### src/design/lifeca_pkg.sv
`timescale 1ns / 1ps

package lifeca_pkg;

    localparam int GRID_SIDE = 64;
    localparam int ROW_W     = $clog2(GRID_SIDE);
    localparam int IDX_W     = 6;
    localparam int FUNC_W    = 3;
    localparam int CNT_W     = 4;

    typedef logic [GRID_SIDE-1:0] t_row;

    typedef enum logic [FUNC_W-1:0] {
        FN_TOGGLE    = 3'd0,
        FN_ADVANCE   = 3'd1,
        FN_STARTSTOP = 3'd2,
        FN_CLEAR     = 3'd3,
        FN_READ      = 3'd4
    } t_func;

    typedef struct packed {
        logic [FUNC_W-1:0] func;
        logic [IDX_W-1:0]  row_index;
        logic [IDX_W-1:0]  col_index;
    } t_in_item;

    typedef struct packed {
        logic             cell_alive;
        logic [CNT_W-1:0] neighbor_count;
        logic             running;
        logic             rejected;
    } t_out_item;

    typedef enum logic [2:0] {
        RA_UP,
        RA_DOWN,
        RA_FIRST,
        RA_NEXT1,
        RA_NEXT2
    } t_rda_sel;

    typedef enum logic [3:0] {
        ST_IDLE,
        ST_TGL_RD,
        ST_TGL_WR,
        ST_ADV_LOAD,
        ST_ADV_INIT,
        ST_ADV_ROW,
        ST_REP_RD,
        ST_REP_CAP,
        ST_REP_OUT
    } t_state;

    typedef struct packed {
        logic     load_item;
        logic     rd_a_en;
        t_rda_sel rd_a_sel;
        logic     rd_b_en;
        logic     wr_toggle;
        logic     wr_advance;
        logic     clear;
        logic     sweep_start;
        logic     win_init;
        logic     rep_capture;
        logic     out_load;
        logic     running;
        logic     rejected;
    } t_dp_cmd;

    typedef struct packed {
        logic last_row;
        logic out_free;
    } t_dp_stat;

endpackage

### src/design/lifeca_ctrl.sv
`timescale 1ns / 1ps

module lifeca_ctrl (
    input  logic                       i_clk,
    input  logic                       i_rst_n,
    input  logic                       i_in_valid,
    input  logic [lifeca_pkg::FUNC_W-1:0] i_func,
    input  lifeca_pkg::t_dp_stat       i_stat,
    output logic                       o_busy,
    output lifeca_pkg::t_dp_cmd        o_cmd
);
    import lifeca_pkg::*;

    t_state r_state, n_state;
    logic   r_run, n_run;
    logic   r_rejected, n_rejected;

    always_ff @(posedge i_clk) begin
        if (!i_rst_n) begin
            r_state    <= ST_IDLE;
            r_run      <= 1'b0;
            r_rejected <= 1'b0;
        end else begin
            r_state    <= n_state;
            r_run      <= n_run;
            r_rejected <= n_rejected;
        end
    end

    always_comb begin
        n_state    = r_state;
        n_run      = r_run;
        n_rejected = r_rejected;
        o_busy     = 1'b1;
        o_cmd      = '0;
        o_cmd.rd_a_sel = RA_UP;
        o_cmd.running  = r_run;
        o_cmd.rejected = r_rejected;
        case (r_state)
            ST_IDLE: begin
                o_busy = 1'b0;
                if (i_in_valid) begin
                    o_cmd.load_item = 1'b1;
                    n_rejected      = 1'b0;
                    n_state         = ST_REP_RD;
                    case (i_func)
                        FN_TOGGLE: begin
                            if (r_run) begin
                                n_rejected = 1'b1;
                            end else begin
                                n_state = ST_TGL_RD;
                            end
                        end
                        FN_ADVANCE: begin
                            if (r_run) begin
                                n_state = ST_ADV_LOAD;
                            end
                        end
                        FN_STARTSTOP: begin
                            n_run = ~r_run;
                        end
                        FN_CLEAR: begin
                            o_cmd.clear = 1'b1;
                            n_run       = 1'b0;
                        end
                        default: begin
                        end
                    endcase
                end
            end
            ST_TGL_RD: begin
                o_cmd.rd_b_en = 1'b1;
                n_state       = ST_TGL_WR;
            end
            ST_TGL_WR: begin
                o_cmd.wr_toggle = 1'b1;
                n_state         = ST_REP_RD;
            end
            ST_ADV_LOAD: begin
                o_cmd.rd_a_en     = 1'b1;
                o_cmd.rd_a_sel    = RA_FIRST;
                o_cmd.sweep_start = 1'b1;
                n_state           = ST_ADV_INIT;
            end
            ST_ADV_INIT: begin
                o_cmd.win_init = 1'b1;
                o_cmd.rd_a_en  = 1'b1;
                o_cmd.rd_a_sel = RA_NEXT1;
                n_state        = ST_ADV_ROW;
            end
            ST_ADV_ROW: begin
                o_cmd.wr_advance = 1'b1;
                o_cmd.rd_a_en    = 1'b1;
                o_cmd.rd_a_sel   = RA_NEXT2;
                if (i_stat.last_row) begin
                    n_state = ST_REP_RD;
                end
            end
            ST_REP_RD: begin
                o_cmd.rd_a_en  = 1'b1;
                o_cmd.rd_a_sel = RA_UP;
                o_cmd.rd_b_en  = 1'b1;
                n_state        = ST_REP_CAP;
            end
            ST_REP_CAP: begin
                o_cmd.rep_capture = 1'b1;
                o_cmd.rd_a_en     = 1'b1;
                o_cmd.rd_a_sel    = RA_DOWN;
                n_state           = ST_REP_OUT;
            end
            ST_REP_OUT: begin
                if (i_stat.out_free) begin
                    o_cmd.out_load = 1'b1;
                    n_state        = ST_IDLE;
                end
            end
            default: begin
                n_state = ST_IDLE;
            end
        endcase
    end

endmodule

### config.mk
export PLATFORM = sky130hd
export DESIGN_NAME = lifeca_ctrl
export DESIGN_NICKNAME = d
export VERILOG_FILES = /design/src/design/lifeca_pkg.sv /design/src/design/lifeca_ctrl.sv
export SDC_FILE = /design/constraint.sdc
export NUM_CORES = 1
export LEC_CHECK = 0
export ABC_AREA = 0
export BUFFER_PORTS_ARGS = -buffer_cell sky130_fd_sc_hd__buf_2
export CAP_MARGIN = 10
export CORE_AREA = 2 2 39 41
export DETAILED_ROUTE_END_ITERATION = 12
export DIE_AREA = 0 0 41 43
export GPL_TIMING_DRIVEN = 0
export PLACE_DENSITY_LB_ADDON = 0.15
export REMOVE_ABC_BUFFERS = 1
export SYNTH_ARGS = -nofsm -noshare
export SYNTH_HDL_FRONTEND = slang
export SYNTH_SLANG_ARGS = --single-unit
export TNS_END_PERCENT = 30
### constraint.sdc
create_clock -name i_clk -period 2.3 [get_ports i_clk]
set_input_delay 0.345 -clock i_clk [delete_from_list [all_inputs] [get_ports i_clk]]
set_output_delay 0.345 -clock i_clk [all_outputs]
set_load 0.02 [all_outputs]
Yosys cells after proc, flatten, opt, wreduce, memory -nomap -nowiden
Index checks and enable logic that the tools add are counted.

Order comparisons: 0. Reductions and logical operators: 7. Eq/ne operators: 14. Multiplexer cells: 25. Div/mod/pow operators: 0. Add/subtract/negate cells: 0. Bitwise logic cells: 1. Multiply operators: 0. Shifts and indexed selects: 0.

Operators with widths (number): case mux 4 bit (9 select lines) (1); case mux 4 bit (5 select lines) (1); equality test 4 x 3 -> 1 bit, second input constant (4); two-way mux 1 bit (16); two-way mux 4 bit (3); equality test 4 x 2 -> 1 bit, second input constant (2); case mux 4 bit (2 select lines) (1); equality test 3 x 2 -> 1 bit, second input constant (2); two-way mux 3 bit (2); inequality test 2 bit, second input constant (3); AND reduction 3 bit (2); equality test 4 x 1 -> 1 bit, second input constant (1); equality test 4 bit, second input constant (1); zero test 4 bit (1); equality test 3 x 1 -> 1 bit, second input constant (1); zero test 3 bit (1); case mux 1 bit (2 select lines) (1); AND reduction 2 bit (1); nonzero test 2 bit (1); OR reduction 2 bit (1); NOT 1 bit (1).

Bits in read-only memories: 0. Input bits: 8. Memories: 0. Bits in latches: 0. Register bits after elaboration: 6. Word-level logic and storage cells: 50. Output and inout port bits: 16. RAM bits: 0.

Longest topological paths before layout
Gate-level depths: netlist of run 1.

Depth in word-level cells: 4. Gate-level depth with buffers: 5. Depth with buffers taken out: 4.

Worst setup path after synthesis of run 1
OpenSTA, ideal clock, no wires.

Kind: reg-to-output. Start point: reg r_state[1]. End point: out o_cmd[11] (netlist name). Cell stages (with the launch flop): 5. Path buffers: 1. Required time: 1.955 ns. Arrival time: 1.444 ns. Slack: 0.511 ns. Path through: dfxtp_1 buf_2 nand2b_1 nor3_1 nand2b_1.

RTL lines: from (decl) (RTL line lifeca_ctrl.sv:14) `t_state r_state, n_state;`; from (signal assigned) (RTL line lifeca_ctrl.sv:24) `r_state <= n_state;`; to (decl) (RTL line lifeca_ctrl.sv:10) `output lifeca_pkg::t_dp_cmd o_cmd`.

==> results of run 1 <==
==> state kept, by name (all words and copies together) (netlist names) <==
| signal | count |
|---|---|
| r_state | 4 |
| r_rejected | 1 |
| r_run | 1 |
==> power by group through the flow <==
stage                     clock network [mW]  logic, mW  registers (mW)
after floorplan                            0      0.152           0.145
after global placement                     0      0.215           0.150
after detailed placement                   0      0.215           0.151
after CTS                              0.101      0.216           0.149
after global routing                   0.105      0.238           0.153
final                                 0.0941      0.214           0.149
==> routing by layer <==
layer / track usage / vias up / wire (um)
li1: - / 268 / -
met1: 0.178 / 228 / 525
met2: 0.213 / 18 / 507
met3: 0.0471 / 0 / 57
met4: 0.0400 / 0 / 0
met5: 0 / - / 0
==> final cells by class <==
type,instances,area share
timing repair buffer,23,0.190
inverter,4,0.0248
tap,16,0.0331
clock buffer,3,0.0373
sequential,6,0.199
multi-input combinational,48,0.516
==> path summary, 6_finish.rpt <==
kind | start | endpoint | depth (start not counted)
max | r_state[0] | o_cmd[6] | 4
min | i_rst_n | r_state[3] | 2
max reg2reg | r_state[0] | r_state[0] | 4
min reg2reg | r_rejected | r_rejected | 2
==> cells by family after synthesis <==
kind of cell           count (synthesis)  synth area share
AND/OR/NAND/NOR                       34             0.425
AO/OA/AOI/OAI                         11             0.163
buffers and inverters                  9             0.106
flip-flops                             6             0.249
XOR/XNOR                               2            0.0363
multiplexers                           1            0.0207
==> stage by stage <==
step	setup WS, ps	hold WS (ps)	util
global placement	614	450	0.420
finish	382	384	0.437
global route	241	383	0.437
floorplan	551	463	-
detailed placement	612	461	0.420
CTS	348	374	0.437
==> synthesized netlist by cell type <==
master	instances	area [um2]
nor3b_1	1	7.51
nand2_1	6	22.5
mux2i_1	1	10.0
nand3_1	1	5.00
nor2b_1	1	6.26
a211o_1	1	8.76
or3b_1	1	8.76
a21oi_1	3	15.0
buf_4	2	15.0
o31ai_1	1	7.51
inv_1	3	11.3
inv_2	1	3.75
dfxtp_1	6	120
or2_2	2	12.5
o21a_1	2	15.0
buf_6	1	11.3
nand2b_1	5	31.3
nor2_1	6	22.5
xor2_1	2	17.5
nor4_4	1	21.3
nand3b_1	1	7.51
and4b_1	1	10.0
o311ai_1	1	8.76
nor3_1	5	25.0
nor4bb_1	1	10.0
or4_1	2	15.0
o32ai_1	1	8.76
a311o_1	1	10.0
buf_2	2	10.0
o21ai_0	1	5.00
==> worst register-to-register path, delay by kind of cell (launching register included) <==
kind / cells / cell delay (ps)
buf+inv: 1 / 100
simple gates: 2 / 540
flops: 1 / 430
compound gates: 1 / 290
==> flow_summary.json, run 1 <==
{
  "synth_area_um2": 483,
  "maxCapViolCount": 0,
  "power_density_nw_per_um2": 756,
  "core.rowCount": 14,
  "n_fill_cell": 163,
  "cts_resized": 0,
  "path_cells": "nor4_4, nand2_1, nor3_1, buf_2",
  "seqCellArea_um2": 120,
  "grt_usage": 0.139,
  "path_delay_family": "simple AND/OR/NAND/NOR gates",
  "die_width_um": 41,
  "drv_slew": 0,
  "drc": 0,
  "cts-hold-fix-buffers": 0,
  "p_int_mw": 0.258,
  "numPortBuffers": 23,
  "cpPeakStageDelay_ps": 430,
  "cts_root_buf": "clkbuf_4",
  "period_share": 0.834,
  "critPathMaxFanout": 13,
  "coreArea_um2": 1380,
  "grt_pass1_wl_mm": 1.70,
  "path_clk_slew_ps": 40,
  "area_growth_pct": 25.1,
  "outcome": "finished, final reports clean",
  "antenna_left": 0,
  "worstSetupStartpointType": "flop",
  "slowest_stage": "dfxtp_1",
  "ys_seq_elements": 6,
  "rsz0062_at_grt": "no",
  "clockBufferDepth": 2,
  "p_seq_frac": 0.326,
  "finalHoldViolCount": 0,
  "synth_warnings": 0,
  "nets": 94,
  "max_freq_mhz": 521,
  "dr.first_iter.drc_count": 2,
  "syn_avg_cell_area_um2": 7.67,
  "fin_cells": 100,
  "critPathArrivalTime_ps": 1570,
  "tightest_slew_ps": 441,
  "swShare": 0.435,
  "switchingPower_mw": 0.199,
  "power_leakage_nw": 0.312,
  "drive_gt1_frac": 0.357,
  "gp_congestion": 0.757,
  "fin_setup_tns_ps": 0,
  "setup_viol": 0,
  "fin_skew_ps": 0.433,
  "cts.sinks": 6,
  "power.total_mw": 0.457,
  "yosysSeqAreaShare": 0.249,
  "vias": 514,
  "cts_tree": "yes",
  "antenna_found_initial": 0,
  "synthCells": 63,
  "die_h_um": 43,
  "htreeDepth": 1,
  "grt_max_degree": 14,
  "fin_area_um2": 604,
  "final_cell_mix": "buf_2, nand2_1, nor2_1, dfxtp_1",
  "clk_latency_ps": 240,
  "cts_setup_buffers": 0,
  "dieArea_um2": 1760,
  "numCtsBuffers": 3,
  "wl_per_cell_um": 10.9,
  "first_global_vias": 398,
  "relSlewSlack": 0.705,
  "worst-path-buf-inv": 1,
  "firstDrtPassIters": 2,
  "pwr-share-comb": 0.468,
  "final_common_cell": "buf_2",
  "initial_utilization": 0.349,
  "clkPwrFrac": 0.206,
  "dp.cells": 97,
  "placed_cell_area_um2": 582,
  "viasPerCell": 5.14,
  "ys_types": 30,
  "end_kind": "output pin",
  "antenna_cells": 0,
  "peakVddDrop_mv": 0.264,
  "routed_wl_mm": 1.09,
  "r2r_slack_ps": 880,
  "min_period_ps": 1920,
  "ios": 24,
  "min_path_type": "in2reg",
  "required_ps": 1960,
  "overflow": 0,
  "hpwl_um": 865,
  "path_class": "reg2out",
  "multi_input_comb_area_um2": 312
}
No activity file was read; power rests on OpenSTA's default activity.
==> inputs of run 2 (changes only) <==
Settings changed: ABC_AREA 0 to 1.
Clock period 2.3 ns to 1.7 ns, I/O delays scaled along.
==> run 2 against run 1 <==
  * Synthesized area down 0.52%
  * Non-clock buffer count unchanged
  * Via count up 5.8%
  * Cell area up 5.0%
  * Routed wire length up 0.37%
  * First-iteration DRC count up 50%
  * Highest routed layer is now met4
  * Flip-flop and latch count unchanged
  * Global-route usage up 1.1 points
  * Hold slack worse by 120 ps
  * Largest power group unchanged
  * Utilization up 2.2 points
  * Sequential power up 52%
  * Largest cell class unchanged
==> flow_summary.json, run 2 <==
{
  "outcome": "finished, final reports clean",
  "period_share": 0.940,
  "critPathArrivalTime_ps": 1340,
  "cts.sinks": 6,
  "ys_types": 18,
  "drv_slew": 0,
  "dieArea_um2": 1760,
  "finalHoldViolCount": 0,
  "cts_root_buf": "clkbuf_4",
  "die_width_um": 41,
  "ios": 24,
  "cp_common_cell": "nor2_4",
  "r2r-start": "r_state[0]",
  "grt_pass1_wl_mm": 1.81,
  "die_h_um": 43,
  "relSlewSlack": 0.797,
  "antenna_left": 0,
  "placed_cell_area_um2": 601,
  "tightest_slew_ps": 304,
  "nets": 116,
  "synthTopCellsByArea": "dfxtp_1, nand2_1, inv_1",
  "hpwl_um": 931,
  "yosysSeqAreaShare": 0.250,
  "viasPerCell": 4.46,
  "dr.first_iter.drc_count": 3,
  "n_fill_cell": 170,
  "ys_seq_elements": 6,
  "setup_viol": 0,
  "max_freq_mhz": 626,
  "synth_edf_count": 0,
  "area_growth_pct": 32.0,
  "reg.largest.list": "r_state: 4 flops, r_rejected: 1 flops, r_run: 1 flops",
  "worst-path-buf-inv": 2,
  "power.total_mw": 1.03,
  "peakVddDrop_mv": 0.675,
  "cp-startpoint": "r_state[1]",
  "min_path_type": "in2reg",
  "vias": 544,
  "grt_max_degree": 8,
  "coreArea_um2": 1380,
  "first_global_vias": 481,
  "clockBufferDepth": 2,
  "final_common_cell": "buf_2",
  "critPathMaxFanout": 7,
  "drive_gt1_frac": 0.368,
  "cts_tree": "yes",
  "numCtsBuffers": 3,
  "synth_flop_cell": "dfxtp_1",
  "synth_top_area_frac": 0.250,
  "hold_start": "i_rst_n",
  "regMostFlops": "r_state",
  "initial_utilization": 0.347,
  "route.met2.wl_um": 544,
  "cts-hold-fix-buffers": 0,
  "worstSetupStartpointType": "flop",
  "power_leakage_nw": 0.381,
  "core.rowCount": 14,
  "syn_avg_cell_area_um2": 5.86,
  "cpPeakStageDelay_ps": 380,
  "routed.top_layer": "met4",
  "overflow": 0,
  "routed_wl_mm": 1.09,
  "drt-met1-wl_um": 486,
  "final_cell_mix": "buf_2, nand2_1, inv_1",
  "antenna_found_initial": 0,
  "end_kind": "output pin",
  "wl_per_cell_um": 8.97,
  "yosysTopAreaCell": "dfxtp_1",
  "rsz0062_at_grt": "yes",
  "drc": 0,
  "required_ps": 1440,
  "slowest_stage": "dfxtp_1",
  "largest_reg_flops": 4,
  "clk_latency_ps": 240,
  "synth_warnings": 0,
  "fin_skew_ps": 5.72,
  "power_density_nw_per_um2": 1630,
  "yosysMostFrequentCell": "nand2_1",
  "path_class": "reg2out",
  "path_cells": "nor2_4, nand2_2, nor2_4, inv_2, nor3_1, buf_2",
  "path_delay_family": "simple AND/OR/NAND/NOR gates",
  "yosys-top-cells-count": "nand2_1, inv_1, nor2_1, dfxtp_1, nor2_2",
  "numPortBuffers": 23,
  "async_flop_share": 0,
  "firstDrtPassIters": 4,
  "min_period_ps": 1600,
  "synthCells": 82,
  "grt_usage": 0.150,
  "path_clk_slew_ps": 40,
  "synth_area_um2": 480,
  "antenna_cells": 0,
  "htreeDepth": 1,
  "maxCapViolCount": 0,
  "wl_met3_um": 53,
  "fin_area_um2": 634,
  "gp_congestion": 0.701
}
-- run 2: cell families after synthesis --
family          Yosys count  share of synthesized area
buf+inv                  18                      0.156
simple gates             51                      0.508
compound gates            7                     0.0859
flops                     6                      0.250
-- run 2: per-stage QoR --
stage           util  setup WS [ps]  hold slack (ps)  cells  setup TNS, ps
2_1_floorplan      -           81.0              373     80              0
5_1_grt        0.458         -0.806              269    122         -0.806
4_1_cts        0.450           44.6              260    122              0
6_report       0.458            102              266    122              0
3_5_place_dp   0.434            305              458    119              0
3_3_place_gp   0.434            325              457    119              0
-- run 2: worst reg2reg max path, cell delays in order, from the launching register on --
cell      delay [ps]
dfxtp_1          440
inv_2            100
nor2_2           150
nand3_2          110
nand2_1           80
nor2_2            50
nand3b_1          90
nor2_1            40
-- run 2: where the power goes --
group / internal (mW) / switching [mW] / total (mW)
clock: 0.0796 / 0.0474 / 0.127
combinational: 0.226 / 0.452 / 0.678
sequential: 0.174 / 0.0525 / 0.226
-- run 2: worst paths after layout --
path / endpoint / slack [ps] / cells after the start
max: o_cmd[6] / 100 / 6
min: r_state[3] / 270 / 2
max reg2reg: r_state[1] / 530 / 7
min reg2reg: r_rejected / 470 / 2
-- run 2: repair_timing --
action                                 4_1_cts  5_1_grt
setup endpoints to repair                    0        3
endpoints found under the hold margin        0        0
setup buffers                                0        0
gates resized for setup                      0        3
-- run 2: layout make-up --
class	instances	area, um2	area share
repair buffers	23	115	0.181
flip-flops and latches	6	121	0.191
inverters	16	60.1	0.0947
multi-input cells	58	295	0.465
clock buffers	3	22.5	0.0355
well taps	16	20.0	0.0316
-- run 2: per-layer routing --
| layer | vias up | global-route usage |
|---|---|---|
| met5 | - | 0 |
| met4 | 0 | 0.100 |
| met3 | 2 | 0.0157 |
| met2 | 13 | 0.231 |
| met1 | 228 | 0.185 |
| li1 | 301 | - |
